**src/rtl/cfp_pkg.sv**
```systemverilog
// ----------------------------------------------------------------------------
// cfp_pkg
// Constants, status codes and the byte-wide CRC-16/CCITT-FALSE update used by
// the command frame parser.
// ----------------------------------------------------------------------------
package cfp_pkg;

	localparam int FRAME_BYTES = 12;
	localparam int POS_W       = $clog2(FRAME_BYTES);
	localparam int CRC_SPAN    = 10;

	localparam logic [15:0] CRC_INIT = 16'hFFFF;
	localparam logic [15:0] CRC_POLY = 16'h1021;

	localparam logic [2:0] ST_INCOMPLETE  = 3'd0;
	localparam logic [2:0] ST_VALID       = 3'd1;
	localparam logic [2:0] ST_BAD_VERSION = 3'd2;
	localparam logic [2:0] ST_BAD_LENGTH  = 3'd3;
	localparam logic [2:0] ST_BAD_CRC     = 3'd4;

	localparam logic [1:0] REG_HEADER_FIRST     = 2'd0;
	localparam logic [1:0] REG_HEADER_SECOND    = 2'd1;
	localparam logic [1:0] REG_EXPECTED_VERSION = 2'd2;

	typedef logic [POS_W-1:0] pos_t;

	// Eight shift-and-xor steps, one per bit of the incoming byte, MSB first.
	function automatic logic [15:0] crc_byte(input logic [15:0] crc, input logic [7:0] b);
		logic [15:0] c;
		c = crc ^ {b, 8'h00};
		for (int i = 0; i < 8; i++) begin
			if (c[15]) begin
				c = {c[14:0], 1'b0} ^ CRC_POLY;
			end else begin
				c = {c[14:0], 1'b0};
			end
		end
		return c;
	endfunction

endpackage

```
**src/rtl/command_frame_parser_crc16.sv**
```systemverilog
// ----------------------------------------------------------------------------
// command_frame_parser_crc16
// Byte-stream parser for 12-byte command frames with a two-byte header and a
// little-endian CRC-16/CCITT-FALSE over bytes 0 to 9.
// ----------------------------------------------------------------------------
// Usage:
// Received bytes enter one item at a time on the in_valid / in_ready channel.
// Every byte gives exactly one result item on the out_valid / out_ready
// channel. The status is incomplete for every byte except the last byte of a
// frame, which reports valid, bad version, bad length or bad CRC. The decoded
// frame fields are nonzero only when the status is valid.
// An accepted byte waits in the input register, and the parse step loads the
// result register. Throughput is one item per cycle while out_ready stays
// high; the CRC is folded in byte by byte, so the eight-step byte-wide CRC
// update is the longest path in the parse step.
// When the receiver stalls, the result register holds its item and the input
// register fills; in_ready then drops until the result is taken. in_ready
// comes combinationally from out_ready through the input stage.
// Reset clears both stages, returns the parser to the header hunt, sets the
// running CRC to 0xFFFF and loads the header and version registers with
// 0xAA, 0x55 and 0x01. Configuration writes are taken in any cycle.
// ----------------------------------------------------------------------------
module command_frame_parser_crc16 (
	input  logic               clk,
	input  logic               arst_n,
	input  logic               cfg_wr_en,
	input  logic [1:0]         cfg_index,
	input  logic [7:0]         cfg_data,
	input  logic               in_valid,
	output logic               in_ready,
	input  logic [7:0]         data_byte,
	output logic               out_valid,
	input  logic               out_ready,
	output logic [2:0]         status,
	output logic [15:0]        sequence_number,
	output logic [7:0]         command_mode,
	output logic [7:0]         command_valid,
	output logic signed [15:0] position
);

	localparam cfp_pkg::pos_t LAST_POS = cfp_pkg::pos_t'(cfp_pkg::FRAME_BYTES - 1);
	localparam cfp_pkg::pos_t CRC_END  = cfp_pkg::pos_t'(cfp_pkg::CRC_SPAN);

	// Configuration registers.
	logic [7:0] header_first_q;
	logic [7:0] header_second_q;
	logic [7:0] expected_version_q;

	always_ff @(posedge clk or negedge arst_n) begin
		if (!arst_n) begin
			header_first_q     <= 8'hAA;
			header_second_q    <= 8'h55;
			expected_version_q <= 8'h01;
		end else if (cfg_wr_en) begin
			unique case (cfg_index)
				cfp_pkg::REG_HEADER_FIRST:     header_first_q     <= cfg_data;
				cfp_pkg::REG_HEADER_SECOND:    header_second_q    <= cfg_data;
				cfp_pkg::REG_EXPECTED_VERSION: expected_version_q <= cfg_data;
				default: ;
			endcase
		end
	end

	// Input register. The stage advances whenever the result register is free
	// or is being emptied in the same cycle.
	logic       valid_s1;
	logic [7:0] byte_s1;
	logic       out_valid_q;
	logic       advance;

	assign advance  = valid_s1 && (!out_valid_q || out_ready);
	assign in_ready = !valid_s1 || advance;

	always_ff @(posedge clk or negedge arst_n) begin
		if (!arst_n) begin
			valid_s1 <= 1'b0;
		end else if (in_ready) begin
			valid_s1 <= in_valid;
		end
	end

	always_ff @(posedge clk) begin
		if (in_valid && in_ready) begin
			byte_s1 <= data_byte;
		end
	end

	// Parser state.
	cfp_pkg::pos_t pos_q;
	logic [15:0]   crc_q;
	logic [7:0]    frame_store_q [cfp_pkg::FRAME_BYTES];

	// Next-state decode for the byte in the input register.
	cfp_pkg::pos_t pos_next;
	cfp_pkg::pos_t store_idx;
	logic          store_we;
	logic          crc_restart;
	logic          crc_we;
	logic [15:0]   crc_next;
	logic          frame_done;

	always_comb begin
		pos_next    = pos_q;
		store_idx   = pos_q;
		store_we    = 1'b0;
		crc_restart = 1'b0;
		crc_we      = 1'b0;
		frame_done  = 1'b0;
		if (pos_q == '0) begin
			if (byte_s1 == header_first_q) begin
				store_idx   = '0;
				store_we    = 1'b1;
				crc_restart = 1'b1;
				crc_we      = 1'b1;
				pos_next    = cfp_pkg::pos_t'(1);
			end
		end else if (pos_q == cfp_pkg::pos_t'(1)) begin
			// A repeated first header byte keeps the hunt at the second byte.
			if (byte_s1 == header_second_q) begin
				store_we = 1'b1;
				crc_we   = 1'b1;
				pos_next = cfp_pkg::pos_t'(2);
			end else if (byte_s1 == header_first_q) begin
				store_idx   = '0;
				store_we    = 1'b1;
				crc_restart = 1'b1;
				crc_we      = 1'b1;
				pos_next    = cfp_pkg::pos_t'(1);
			end else begin
				pos_next = '0;
			end
		end else if (pos_q > LAST_POS) begin
			pos_next = '0;
		end else begin
			store_we = 1'b1;
			crc_we   = (pos_q < CRC_END);
			if (pos_q == LAST_POS) begin
				pos_next   = '0;
				frame_done = 1'b1;
			end else begin
				pos_next = pos_q + cfp_pkg::pos_t'(1);
			end
		end
	end

	assign crc_next = cfp_pkg::crc_byte(crc_restart ? cfp_pkg::CRC_INIT : crc_q, byte_s1);

	always_ff @(posedge clk or negedge arst_n) begin
		if (!arst_n) begin
			pos_q <= '0;
			crc_q <= cfp_pkg::CRC_INIT;
		end else if (advance) begin
			pos_q <= pos_next;
			if (crc_we) begin
				crc_q <= crc_next;
			end
		end
	end

	always_ff @(posedge clk) begin
		if (advance && store_we) begin
			frame_store_q[store_idx] <= byte_s1;
		end
	end

	// Frame checks. The last byte is still in the input register, so the high
	// CRC byte comes from there rather than from the store.
	logic [2:0]  status_d;
	logic [15:0] rx_crc;

	assign rx_crc = {byte_s1, frame_store_q[10]};

	always_comb begin
		status_d = cfp_pkg::ST_INCOMPLETE;
		if (frame_done) begin
			priority if (frame_store_q[2] != expected_version_q) begin
				status_d = cfp_pkg::ST_BAD_VERSION;
			end else if (frame_store_q[3] != 8'(cfp_pkg::FRAME_BYTES)) begin
				status_d = cfp_pkg::ST_BAD_LENGTH;
			end else if (rx_crc != crc_q) begin
				status_d = cfp_pkg::ST_BAD_CRC;
			end else begin
				status_d = cfp_pkg::ST_VALID;
			end
		end
	end

	// Result register.
	logic [2:0]         status_q;
	logic [15:0]        sequence_q;
	logic [7:0]         mode_q;
	logic [7:0]         cmd_valid_q;
	logic signed [15:0] position_q;

	always_ff @(posedge clk or negedge arst_n) begin
		if (!arst_n) begin
			out_valid_q <= 1'b0;
		end else if (advance) begin
			out_valid_q <= 1'b1;
		end else if (out_ready) begin
			out_valid_q <= 1'b0;
		end
	end

	always_ff @(posedge clk) begin
		if (advance) begin
			status_q <= status_d;
			if (status_d == cfp_pkg::ST_VALID) begin
				sequence_q  <= {frame_store_q[5], frame_store_q[4]};
				mode_q      <= frame_store_q[6];
				cmd_valid_q <= frame_store_q[7];
				position_q  <= $signed({frame_store_q[9], frame_store_q[8]});
			end else begin
				sequence_q  <= '0;
				mode_q      <= '0;
				cmd_valid_q <= '0;
				position_q  <= '0;
			end
		end
	end

	assign out_valid       = out_valid_q;
	assign status          = status_q;
	assign sequence_number = sequence_q;
	assign command_mode    = mode_q;
	assign command_valid   = cmd_valid_q;
	assign position        = position_q;

	// Only the last byte of a frame may produce a final status.
	a_incomplete_mid_frame: assert property (@(posedge clk) disable iff (!arst_n)
		(advance && pos_q != LAST_POS) |=> (status_q == cfp_pkg::ST_INCOMPLETE))
		else $error("final status reported before the frame was complete");

	// Decoded fields are zero unless the frame checked out.
	a_fields_zero: assert property (@(posedge clk) disable iff (!arst_n)
		(out_valid_q && status_q != cfp_pkg::ST_VALID) |->
		(sequence_q == '0 && mode_q == '0 && cmd_valid_q == '0 && position_q == '0))
		else $error("frame fields nonzero on a status other than valid");

	// A stalled result with a full input register must hold off new bytes.
	a_backpressure: assert property (@(posedge clk) disable iff (!arst_n)
		(out_valid_q && !out_ready && valid_s1) |-> !in_ready)
		else $error("input accepted while both stages were full");

	// The parser position never leaves the frame.
	a_pos_range: assert property (@(posedge clk) disable iff (!arst_n)
		advance |=> (pos_q <= LAST_POS))
		else $error("frame position out of range");

endmodule

```
**config.mk**
```make
export PLATFORM = sky130hd
export DESIGN_NAME = command_frame_parser_crc16
export DESIGN_NICKNAME = d
export VERILOG_FILES = /design/src/rtl/cfp_pkg.sv /design/src/rtl/command_frame_parser_crc16.sv
export SDC_FILE = /design/constraint.sdc
export NUM_CORES = 1
export LEC_CHECK = 0
export BUFFER_PORTS_ARGS = -buffer_cell sky130_fd_sc_hd__clkbuf_2
export CAP_MARGIN = 10
export CELL_PAD_IN_SITES_DETAIL_PLACEMENT = 1
export CELL_PAD_IN_SITES_GLOBAL_PLACEMENT = 1
export CORE_ASPECT_RATIO = 0.8
export CORE_MARGIN = 4
export CORE_UTILIZATION = 55
export CTS_BUF_LIST = sky130_fd_sc_hd__clkbuf_2
export CTS_CLUSTER_SIZE = 16
export DETAILED_ROUTE_END_ITERATION = 8
export PLACE_DENSITY = 0.89
export SYNTH_ARGS = -nofsm -noshare
export SYNTH_HDL_FRONTEND = slang
export SYNTH_SLANG_ARGS = --single-unit
```
**constraint.sdc**
```tcl
create_clock -name clk -period 7.3 [get_ports clk]
set_input_delay 1.095 -clock clk [delete_from_list [all_inputs] [get_ports clk]]
set_output_delay 1.095 -clock clk [all_outputs]
set_load 0.005 [all_outputs]
```
; Word-level counts from Yosys, hierarchy flattened
; Memories as Yosys holds them, arrays and structs flattened. A register that Yosys moved wholly into a read port is not among the register bits.
; Index checks and enable logic that the tools add are counted.
[totals]
inputBits = 23
elab_cells = 97
memories = 1
register_bits = 57
out_inout_bits = 53
ramBits = 96
[memory_table]
columns = memory, words, width, read_ports, rd_clocked_by_memory_dff, wr, line_no
row1 = frame_store_q, 12, 8, 9, 6, 1, command_frame_parser_crc16.sv:91  ; logic [7:0] frame_store_q [cfp_pkg::FRAME_BYTES];
[op_classes]
order_cmp = 2
addsub = 1
n_bitwise = 9
eq_ne = 11
reduce_logical = 21
n_mux = 43
[ops]
columns = cell, n
row1 = 13-bit 2-to-1 mux, 8
row2 = 4-bit 2-to-1 mux, 9
row3 = 3-bit NOT, 8
row4 = 1-bit 2-to-1 mux, 20
row5 = 8-bit == test, 2
row6 = 16-bit 2-to-1 mux, 1
row7 = 16-bit inequality test, 1
row8 = 16-bit bitwise XOR, 1
row9 = 3-bit 2-to-1 mux, 4
row10 = 2-bit AND reduction, 5
row11 = 1-bit logical NOT, 8
row12 = 8-bit by 4-bit inequality test with 1-bit output (second input constant), 1
row13 = 8-bit inequality test, 1
row14 = 4-bit by 1-bit adder with 4-bit output (second input constant), 1
row15 = 4-bit by 1-bit == test with 1-bit output (second input constant), 1
row16 = 4-bit == test (second input constant), 1
row17 = 4-bit greater-than comparator (second input constant), 1
row18 = 4-bit logical NOT, 1
row19 = 4-bit < comparator (second input constant), 1
row20 = 3-bit by 1-bit == test with 1-bit output (second input constant), 1
row21 = 1-bit logical AND, 3
row22 = 2-bit by 1-bit == test with 1-bit output (second input constant), 1
row23 = 2-bit == test (second input constant), 1
row24 = 2-bit logical NOT, 1
row25 = 4 further kinds, 5

; Longest topological paths before layout
; Gate-level depths: netlist of the first run.
[depth]
word_depth = 23
mapped_depth = 10
ltp_nobuf = 8

; Least setup slack after synthesis of the first run
; No wires, ideal clock.
[synth_timing]
path_kind = input to register
startpoint = input port out_ready
endpoint = memory frame_store_q[4][0], enable pin
cell_stages = 5
t_required_ns = 6.930
slack_ns = 3.857
n_path_buf = 0
arrival_ns = 3.073
setup_ns = 0.370
cell_sequence = nand2b_1 nand2_1 inv_1 nand3b_1 nor2_1
[synth_via]
elab_chain_cells = 5
[synth_lines]
columns = element, line_no
row1 = from (decl), command_frame_parser_crc16.sv:33  ; input logic out_ready,
row2 = 1-bit logical OR, command_frame_parser_crc16.sv:71  ; assign advance = valid_s1 && (!out_valid_q || out_ready);
row3 = 1-bit logical AND, command_frame_parser_crc16.sv:71
row4 = via advance, command_frame_parser_crc16.sv:69  ; logic advance;
row5 = 1-bit logical AND, command_frame_parser_crc16.sv:161  ; if (advance && store_we) begin
row6 = 1-bit 2-to-1 mux, command_frame_parser_crc16.sv:161
row7 = 1-bit 2-to-1 mux (not written as such), command_frame_parser_crc16.sv:162  ; frame_store_q[store_idx] <= byte_s1;
row8 = to (decl), command_frame_parser_crc16.sv:91
; The timed path passes the listed nets, and every way through them passes these cells.

; Worst setup path after layout of the first run
[layout_timing]
startpoint = register byte_s1[5]
endpoint = memory frame_store_q[4][6], enable pin
[layout_via]
elab_chain_cells = 8
elab_cells_between_ends = 13
cone_classes = eq/ne (2) / mux (10) / reduce/logical (1)
[layout_lines]
columns = element, line_no
row1 = from (decl), command_frame_parser_crc16.sv:67  ; logic [7:0] byte_s1;
row2 = from (signal assigned), command_frame_parser_crc16.sv:84  ; byte_s1 <= data_byte;
row3 = 8-bit == test, "command_frame_parser_crc16.sv:110, command_frame_parser_crc16.sv:123"
row4 = 1-bit 2-to-1 mux, "command_frame_parser_crc16.sv:110, command_frame_parser_crc16.sv:123"
row5 = 1-bit 2-to-1 mux, command_frame_parser_crc16.sv:119  ; if (byte_s1 == header_second_q) begin
row6 = 1-bit 2-to-1 mux, command_frame_parser_crc16.sv:117  ; end else if (pos_q == cfp_pkg::pos_t'(1)) begin
row7 = 1-bit 2-to-1 mux, command_frame_parser_crc16.sv:109  ; if (pos_q == '0) begin
row8 = 1-bit logical AND, command_frame_parser_crc16.sv:161
row9 = 1-bit 2-to-1 mux, command_frame_parser_crc16.sv:161
row10 = 1-bit 2-to-1 mux (not written as such), command_frame_parser_crc16.sv:162
; Several ways; a longest one is shown, not always the timed one.

==> results.py, run 1 <==
metrics = {
    "synthesis": {
        "yosys.area_share.xor_xnor_pct": 8.47,
        "synth-compound-area-share_pct": 3.50,
        "synth_top_cell_by_area": "edfxtp_1",
        "synth_nets": 510,
        "netlist_top_cells_area": "edfxtp_1 54%, dfstp_2 9.0%, dfrtp_1 7.2%",
        "syn_area_per_cell_um2": 15.2,
        "muxShareOfSynthArea_pct": 4.78,
        "netlist_instances": 482,
        "synthAdderAreaFrac_pct": 0.854,
        "synth_ff_type": "edfxtp_1",
        "ys_seq_area_share_pct": 69.8,
        "synth_seq_cells": 177,
        "synthDistinctLibCells": 46,
        "syn_area_um2": 7320,
        "synth_warnings": 0,
        "yosysTopAreaCellShare_pct": 53.7,
        "synth-simple-area-share_pct": 10.9,
        "ys_async_sr_fraction_pct": 26.0,
        "synth_edf_count": 131,
        "synth_top_family_by_area": "simple AND/OR/NAND/NOR gates",
    },
    "clocking": {
        "ctsHoldBuffers": 0,
        "clkTransAtPathRegs_ns": 0.24,
        "cts_setup_buffers": 0,
        "clk_latency_ns": 0.76,
        "cts_buffers": 17,
        "cts_max_level": 4,
        "cts-resized-gates": 0,
        "ctsLongestPathBuffers": 2,
        "clockRootBuffer": "clkbuf_2",
        "cts_tree": "built",
        "cts.sinks": 177,
    },
    "drt": {
        "wl_per_cell_um": 22.0,
        "ant_nets": 0,
        "drc_errors": 0,
        "dr.pass1.iters": 5,
        "drt_iter0_markers": 311,
        "drt-vias-per-instance": 5.47,
        "vias": 4139,
        "drt-total-wl_um": 16700,
    },
    "timing": {
        "finalHoldViolations": 0,
        "rsz0062_at_grt": "false",
        "worst_slew_pin_slew_ns": 0.782,
        "max_freq_mhz": 332,
        "min_period_ns": 3.01,
        "relSlewSlack_pct": 47.9,
        "hold_slack_ns": 0.379,
        "tns_ns": 0,
        "finalSetupViolations": 0,
        "maxSlewViolCount": 0,
        "fin_crit_sh_pct": 41.3,
        "fin_skew_ns": 0.0257,
    },
    "finish": {
        "seqCellArea_um2": 5120,
        "area_growth_pct": 11.8,
        "multiInputGateArea_um2": 2100,
        "fill_cells": 1265,
        "final_area_um2": 8190,
        "fin_nets": 596,
        "final_core_util_pct": 63.2,
        "drive_gt1_share_pct": 31.5,
    },
    "die": {
        "initial_core_util_pct": 56.5,
        "core_area_um2": 13000,
        "die_width_um": 137,
        "die_h_um": 111,
        "die_area_um2": 15200,
        "rows": 37,
        "io-pin-count": 76,
    },
    "power_and_ir_drop": {
        "power_per_cell_area_nw_per_um2": 321,
        "intPower_uw": 1790,
        "switching_share_pct": 31.8,
        "clockPowerShare_pct": 21.0,
        "irDropWorstVdd_uv": 161,
        "seqPwrFrac_pct": 53.9,
        "power.leakage_uw": 0.00305,
        "p_sw_uw": 836,
        "p_comb_share_pct": 25.2,
    },
    "setup_path": {
        "crit_arrival_ns": 3.43,
        "critical_path_peak_fanout": 15,
        "endpoint_kind": "flip-flop",
        "worstPathRequired_ns": 7.72,
        "cpPeakStageDelay_ns": 0.91,
        "crit_chain": "xnor2_1 -> nand4_1 -> nor3_2 -> and2_4 -> a21oi_1 -> nor2_1",
        "start_kind": "flip-flop",
        "path_class": "reg -> reg",
        "critical-path-slowest-cell": "edfxtp_1",
    },
    "hold_path": {
        "hold_class": "in -> async",
    },
    "placement": {
        "place.gp.congestion": 0.854,
        "port-buffer-count": 75,
        "dpl_cell_area_um2": 7900,
        "post-dp-hpwl_um": 11900,
    },
    "grt": {
        "overflow": 0,
        "grt_max_degree": 57,
        "grt_pass1_vias": 4633,
        "antenna_found_initial": 1,
        "track_usage_pct": 23.7,
        "grt_pass1_wl_um": 26400,
    },
    "status": {
        "status": "completed",
    },
    "flow_run": {
        "cap_violations": 0,
    },
}
registers in the layout (all words and copies together), names as in the netlist, 8 cells and up:
name                flops
expected_version_q      8
command_valid           8
command_mode            8
crc_q                  16
header_first_q          8
byte_s1                 8
header_second_q         8
position               16
sequence_number        16
frame_store_q          72
worst max-delay path: cells and delay by family, from the launching register on:
kind	cells	cell delay [ns]
flops	1	0.91
compound gates	1	0.10
simple gates	4	1.47
xor+xnor	1	0.20
placed cells by master, fill, tap and decap left out, types with 2 or more instances in the layout:
cell type / count
edfxtp_1: 131
clkinv_1: 3
bufinv_16: 4
nand3_1: 4
nand3b_1: 4
buf_4: 10
and2_1: 56
nor4_4: 2
nor2_1: 32
dfstp_2: 25
clkinvlp_4: 4
ha_1: 5
nand2b_1: 3
nand2_1: 14
nor3b_1: 2
clkbuf_2: 92
a21oi_1: 19
and3_1: 3
inv_1: 3
xnor2_1: 41
o21ai_0: 5
dfrtp_1: 21
nor4_1: 6
clkinv_4: 3
nand4_1: 5
mux2i_1: 2
a221oi_2: 2
mux2_2: 28
xor2_1: 28
metal layers:
metal / share of wire [%] / GRT usage (%)
met5: 0 / 0
met4: 1.3 / 8.05
met3: 5.4 / 5.40
met2: 54 / 41.1
met1: 39 / 29.2
synth_stat cells (2+ instances only):
library cell    n
xor2_1         28
nand2_1        14
ha_1            5
mux2i_1         2
mux2_2         28
nand2b_1        3
nand4_1         5
a21oi_1        19
nor3b_1         3
o21ai_0         5
inv_1           4
nor4_4          2
clkbuf_1       10
dfstp_2        25
edfxtp_1      131
a221oi_2        2
nand3_1         4
nor4_1          7
xnor2_1        41
buf_6           3
and3_1          3
buf_2           5
dfrtp_1        21
nand3b_1        4
and2_1         56
nor2_1         32
final timing paths:
kind                                   start  depth (start not counted)  slack (ns)                  end
min in group clk                data_byte[2]                          1        0.48           byte_s1[2]
worst max-delay path              byte_s1[5]                          6        4.29  frame_store_q[4][6]
max in group asynchronous             arst_n                          2        6.52             crc_q[3]
worst min-delay path                  arst_n                          2        0.38    header_first_q[4]
worst max register to register    byte_s1[5]                          6        4.29  frame_store_q[4][6]
worst min register to register      valid_s1                          1        0.54            out_valid
power groups by stage:
stage | logic, µW | registers [µW] | clock network, µW
after detailed placement | 652 | 1440 | 0
after global routing | 727 | 1430 | 611
after floorplan | 524 | 1360 | 0
final | 662 | 1420 | 552
after CTS | 663 | 1420 | 561
after global placement | 597 | 1420 | 0
kinds of logic after synthesis:
group                    count (synthesis)
flip-flops                             177
XOR/XNOR                                70
AND/OR/NAND/NOR                        139
multiplexers                            31
buffers and inverters                   23
AO/OA/AOI/OAI                           37
adder cells (fa/ha/maj)                  5
stage by stage:
stage / power, µW / instances / setup slack [ns]
floorplan: 1880 / 482 / 3.86
global placement: 2020 / 723 / 4.12
detailed placement: 2090 / 723 / 3.81
CTS: 2640 / 755 / 4.24
global route: 2770 / 757 / 4.01
finish: 2630 / 757 / 4.29
final cells by class:
type	instances	share of cell area, %
sequential	177	62.5
multi-input combinational	282	25.7
timing repair buffer	86	5.56
tap	175	2.67
clock inverter	15	2.35
clock buffer	17	1.04
inverter	4	0.183
antenna	1	0.0306
Note: power is estimated with default switching activity, not from simulation.
==> run 2, diff against run 1 <==
ABC_AREA = 1   (was default)
CORE_UTILIZATION = 49   (was 55)
PLACE_DENSITY = 0.84   (was 0.89)
clock period = 3.1 ns   (was 7.3 ns; I/O delays follow)
==> results.py, run 2 <==
metrics = {
    "synthesis": {
        "netlist_instances": 657,
        "synthDistinctLibCells": 39,
        "syn_area_per_cell_um2": 11.3,
        "yosys.area_share.xor_xnor_pct": 3.53,
        "synth-compound-area-share_pct": 3.64,
        "synth_ff_type": "edfxtp_1",
        "synth_top_family_by_area": "simple AND/OR/NAND/NOR gates",
        "ys_seq_area_share_pct": 68.6,
        "muxShareOfSynthArea_pct": 0.151,
        "synth.most_common_cell": "nand2_1",
        "yosys-top-cells-count": "137 x nand2_1, 131 x edfxtp_1, 111 x inv_1, 63 x nor2_1, 30 x o21ai_0",
        "synthAdderAreaFrac_pct": 0.839,
        "yosysTopAreaCellShare_pct": 52.8,
        "syn_area_um2": 7450,
        "synth_top_cell_by_area": "edfxtp_1",
        "synth_seq_cells": 177,
        "netlist_top_cells_area": "edfxtp_1 53%, dfstp_2 8.8%, dfrtp_1 7.1%",
        "synth_edf_count": 131,
        "synth_nets": 685,
        "synth_warnings": 0,
        "synth-simple-area-share_pct": 16.3,
        "ys_async_sr_fraction_pct": 26.0,
    },
    "finish": {
        "top_register": "frame_store_q",
        "fin_nets": 806,
        "final_common_cell": "nand2_1",
        "area_growth_pct": 15.0,
        "largest_register_ffs": 72,
        "fill_cells": 1623,
        "final_cell_mix": "137 x nand2_1, 131 x edfxtp_1, 110 x inv_1, 92 x clkbuf_2, 63 x nor2_1",
        "drive_gt1_share_pct": 23.0,
        "final_area_um2": 8570,
        "final_core_util_pct": 57.3,
    },
    "clocking": {
        "clk_latency_ns": 0.84,
        "clkTransAtPathRegs_ns": 0.35,
        "ctsLongestPathBuffers": 2,
        "cts.sinks": 177,
        "cts_buffers": 17,
        "cts_tree": "built",
        "cts_setup_buffers": 0,
        "cts_max_level": 4,
        "clockRootBuffer": "clkbuf_2",
    },
    "setup_path": {
        "r2r_end": "frame_store_q[5][0]",
        "cpPeakStageDelay_ns": 0.73,
        "r2r_slack_ns": 0.34,
        "critical-path-slowest-cell": "edfxtp_1",
        "path_class": "reg -> reg",
        "crit_buf_inv": 2,
        "cpMostUsedCell": "nor2_1",
        "crit_chain": "xor2_1 -> nor2_1 -> nand3_2 -> a21oi_4 -> nand2_1 -> inv_1 -> nand3_1 -> nor2_1 -> buf_4",
        "worstPathRequired_ns": 3.62,
        "critPathTopFamily": "simple AND/OR/NAND/NOR gates",
        "start_kind": "flip-flop",
        "critPathLaunch": "byte_s1[4]",
        "r2r_cells": 9,
        "endpoint_kind": "flip-flop",
        "crit_arrival_ns": 3.28,
        "r2r-start": "byte_s1[4]",
        "critical_path_peak_fanout": 14,
    },
    "grt": {
        "grt_pass1_wl_um": 31000,
        "gr-usage-met3_pct": 5.52,
        "overflow": 0,
        "grt-busiest-layer": "met2",
        "antenna_found_initial": 0,
        "use_met2_pct": 41.9,
        "grt_max_degree": 52,
        "grtUsageMet1_pct": 29.1,
        "track_usage_pct": 23.8,
        "grt_pass1_vias": 5551,
    },
    "placement": {
        "dpl_cell_area_um2": 8120,
        "post-dp-hpwl_um": 13800,
        "place.gp.congestion": 0.862,
        "port-buffer-count": 75,
    },
    "power_and_ir_drop": {
        "p_comb_share_pct": 26.5,
        "irDropWorstVdd_uv": 328,
        "power_uw": 6080,
        "seqPwrFrac_pct": 53.7,
        "intPower_uw": 3860,
        "power.leakage_uw": 0.00383,
        "clockPowerShare_pct": 19.8,
        "p_sw_uw": 2220,
        "switching_share_pct": 36.6,
        "power_per_cell_area_nw_per_um2": 710,
    },
    "timing": {
        "worst_slew_pin_slew_ns": 0.664,
        "tns_ns": 0,
        "max_freq_mhz": 362,
        "rsz0062_at_grt": "false",
        "relSlewSlack_pct": 55.7,
        "maxSlewViolCount": 0,
        "fin_skew_ns": 0.0847,
        "finalHoldViolations": 0,
        "fin_crit_sh_pct": 89.0,
        "hold_slack_ns": 0.223,
        "min_period_ns": 2.76,
        "finalSetupViolations": 0,
    },
    "hold_path": {
        "whs_path_depth": 3,
        "min_from": "cfg_wr_en",
        "hold_class": "in -> reg",
        "hold_path_end": "header_first_q[6]",
    },
    "drt": {
        "dr.pass1.iters": 4,
        "ant_nets": 0,
        "drc_errors": 0,
        "vias": 5073,
        "drt-total-wl_um": 19400,
        "drt_iter0_markers": 266,
        "drt-vias-per-instance": 5.17,
        "wl_per_cell_um": 19.8,
    },
    "status": {
        "status": "completed",
    },
    "die": {
        "die_h_um": 118,
        "die_width_um": 146,
        "die_area_um2": 17300,
        "rows": 40,
        "core_area_um2": 15000,
        "io-pin-count": 76,
        "initial_core_util_pct": 49.8,
    },
    "flow_run": {
        "cap_violations": 0,
    },
}
run 2: cell count changes after synthesis, sizes merged, moves of 28 or more:
cell   previous run  this run
mux2             29         1
nand3             4        37
and2             57         0
o21ai             6        35
nor2             32        73
nand2            14       142
xnor2            41        12
inv               4       113
run 2: area by class of cell:
type	count	area [µm²]	share of cell area [%]
flip-flops and latches	177	5120	59.7
well taps	189	236	2.76
clock inverters	15	156	1.82
repair buffers	114	721	8.41
clock buffers	17	85.1	0.993
diodes	1	2.50	0.0292
multi-input cells	354	1820	21.3
inverters	114	429	5.01
run 2: worst min-delay path, delay by kind of cell:
| family | cells | cell delay [ns] |
|---|---|---|
| AND/OR/NAND/NOR | 1 | 0.38 |
| AO/OA/AOI/OAI | 1 | 0.14 |
| buffers and inverters | 1 | 0.10 |
run 2: power by group through the flow:
stage | Sequential, µW | Combinational [µW] | Clock (µW)
4_1_cts | 3260 | 1610 | 1200
3_3_place_gp | 3280 | 1450 | 0
3_5_place_dp | 3310 | 1570 | 0
6_report | 3260 | 1610 | 1200
2_1_floorplan | 3200 | 1100 | 0
5_1_grt | 3300 | 1830 | 1330
run 2: how the worst max path moves through the flow:
stage	end	slack (ns)	depth (start not counted)
2_1_floorplan	frame_store_q[3][0]	0.77	7
3_3_place_gp	frame_store_q[6][3]	0.68	10
3_5_place_dp	frame_store_q[5][4]	0.43	10
4_1_cts	frame_store_q[5][5]	0.40	9
5_1_grt	frame_store_q[5][0]	0.17	10
6_report	frame_store_q[5][0]	0.34	9
run 2: through the flow:
step                cells  setup slack [ns]
finish                981             0.341
global route          980             0.165
CTS                   979             0.399
detailed placement    927             0.433
global placement      927             0.685
floorplan             657             0.770
run 2: logic make-up (layout without fill, tap and decap cells):
| family | Yosys count | in the layout |
|---|---|---|
| AND/OR/NAND/NOR | 271 | 271 |
| flip-flops | 177 | 177 |
| buffers and inverters | 126 | 260 |
| AO/OA/AOI/OAI | 47 | 47 |
| XOR/XNOR | 30 | 30 |
| adder cells (fa/ha/maj) | 5 | 5 |
| multiplexers | 1 | 1 |
| other | 0 | 1 |
run 2: routing by layer:
| layer | part of all wire, % | vias to the layer above |
|---|---|---|
| met3 | 5.3 | 38 |
| met5 | 0 | - |
| met4 | 2.3 | 0 |
| li1 | - | 2372 |
| met1 | 41 | 2519 |
| met2 | 51 | 144 |
run 2: timing repair:
action | in CTS | in global routing
resized for setup | 0 | 0
hold endpoints to repair | 50 | 3
hold buffers | 20 | 1
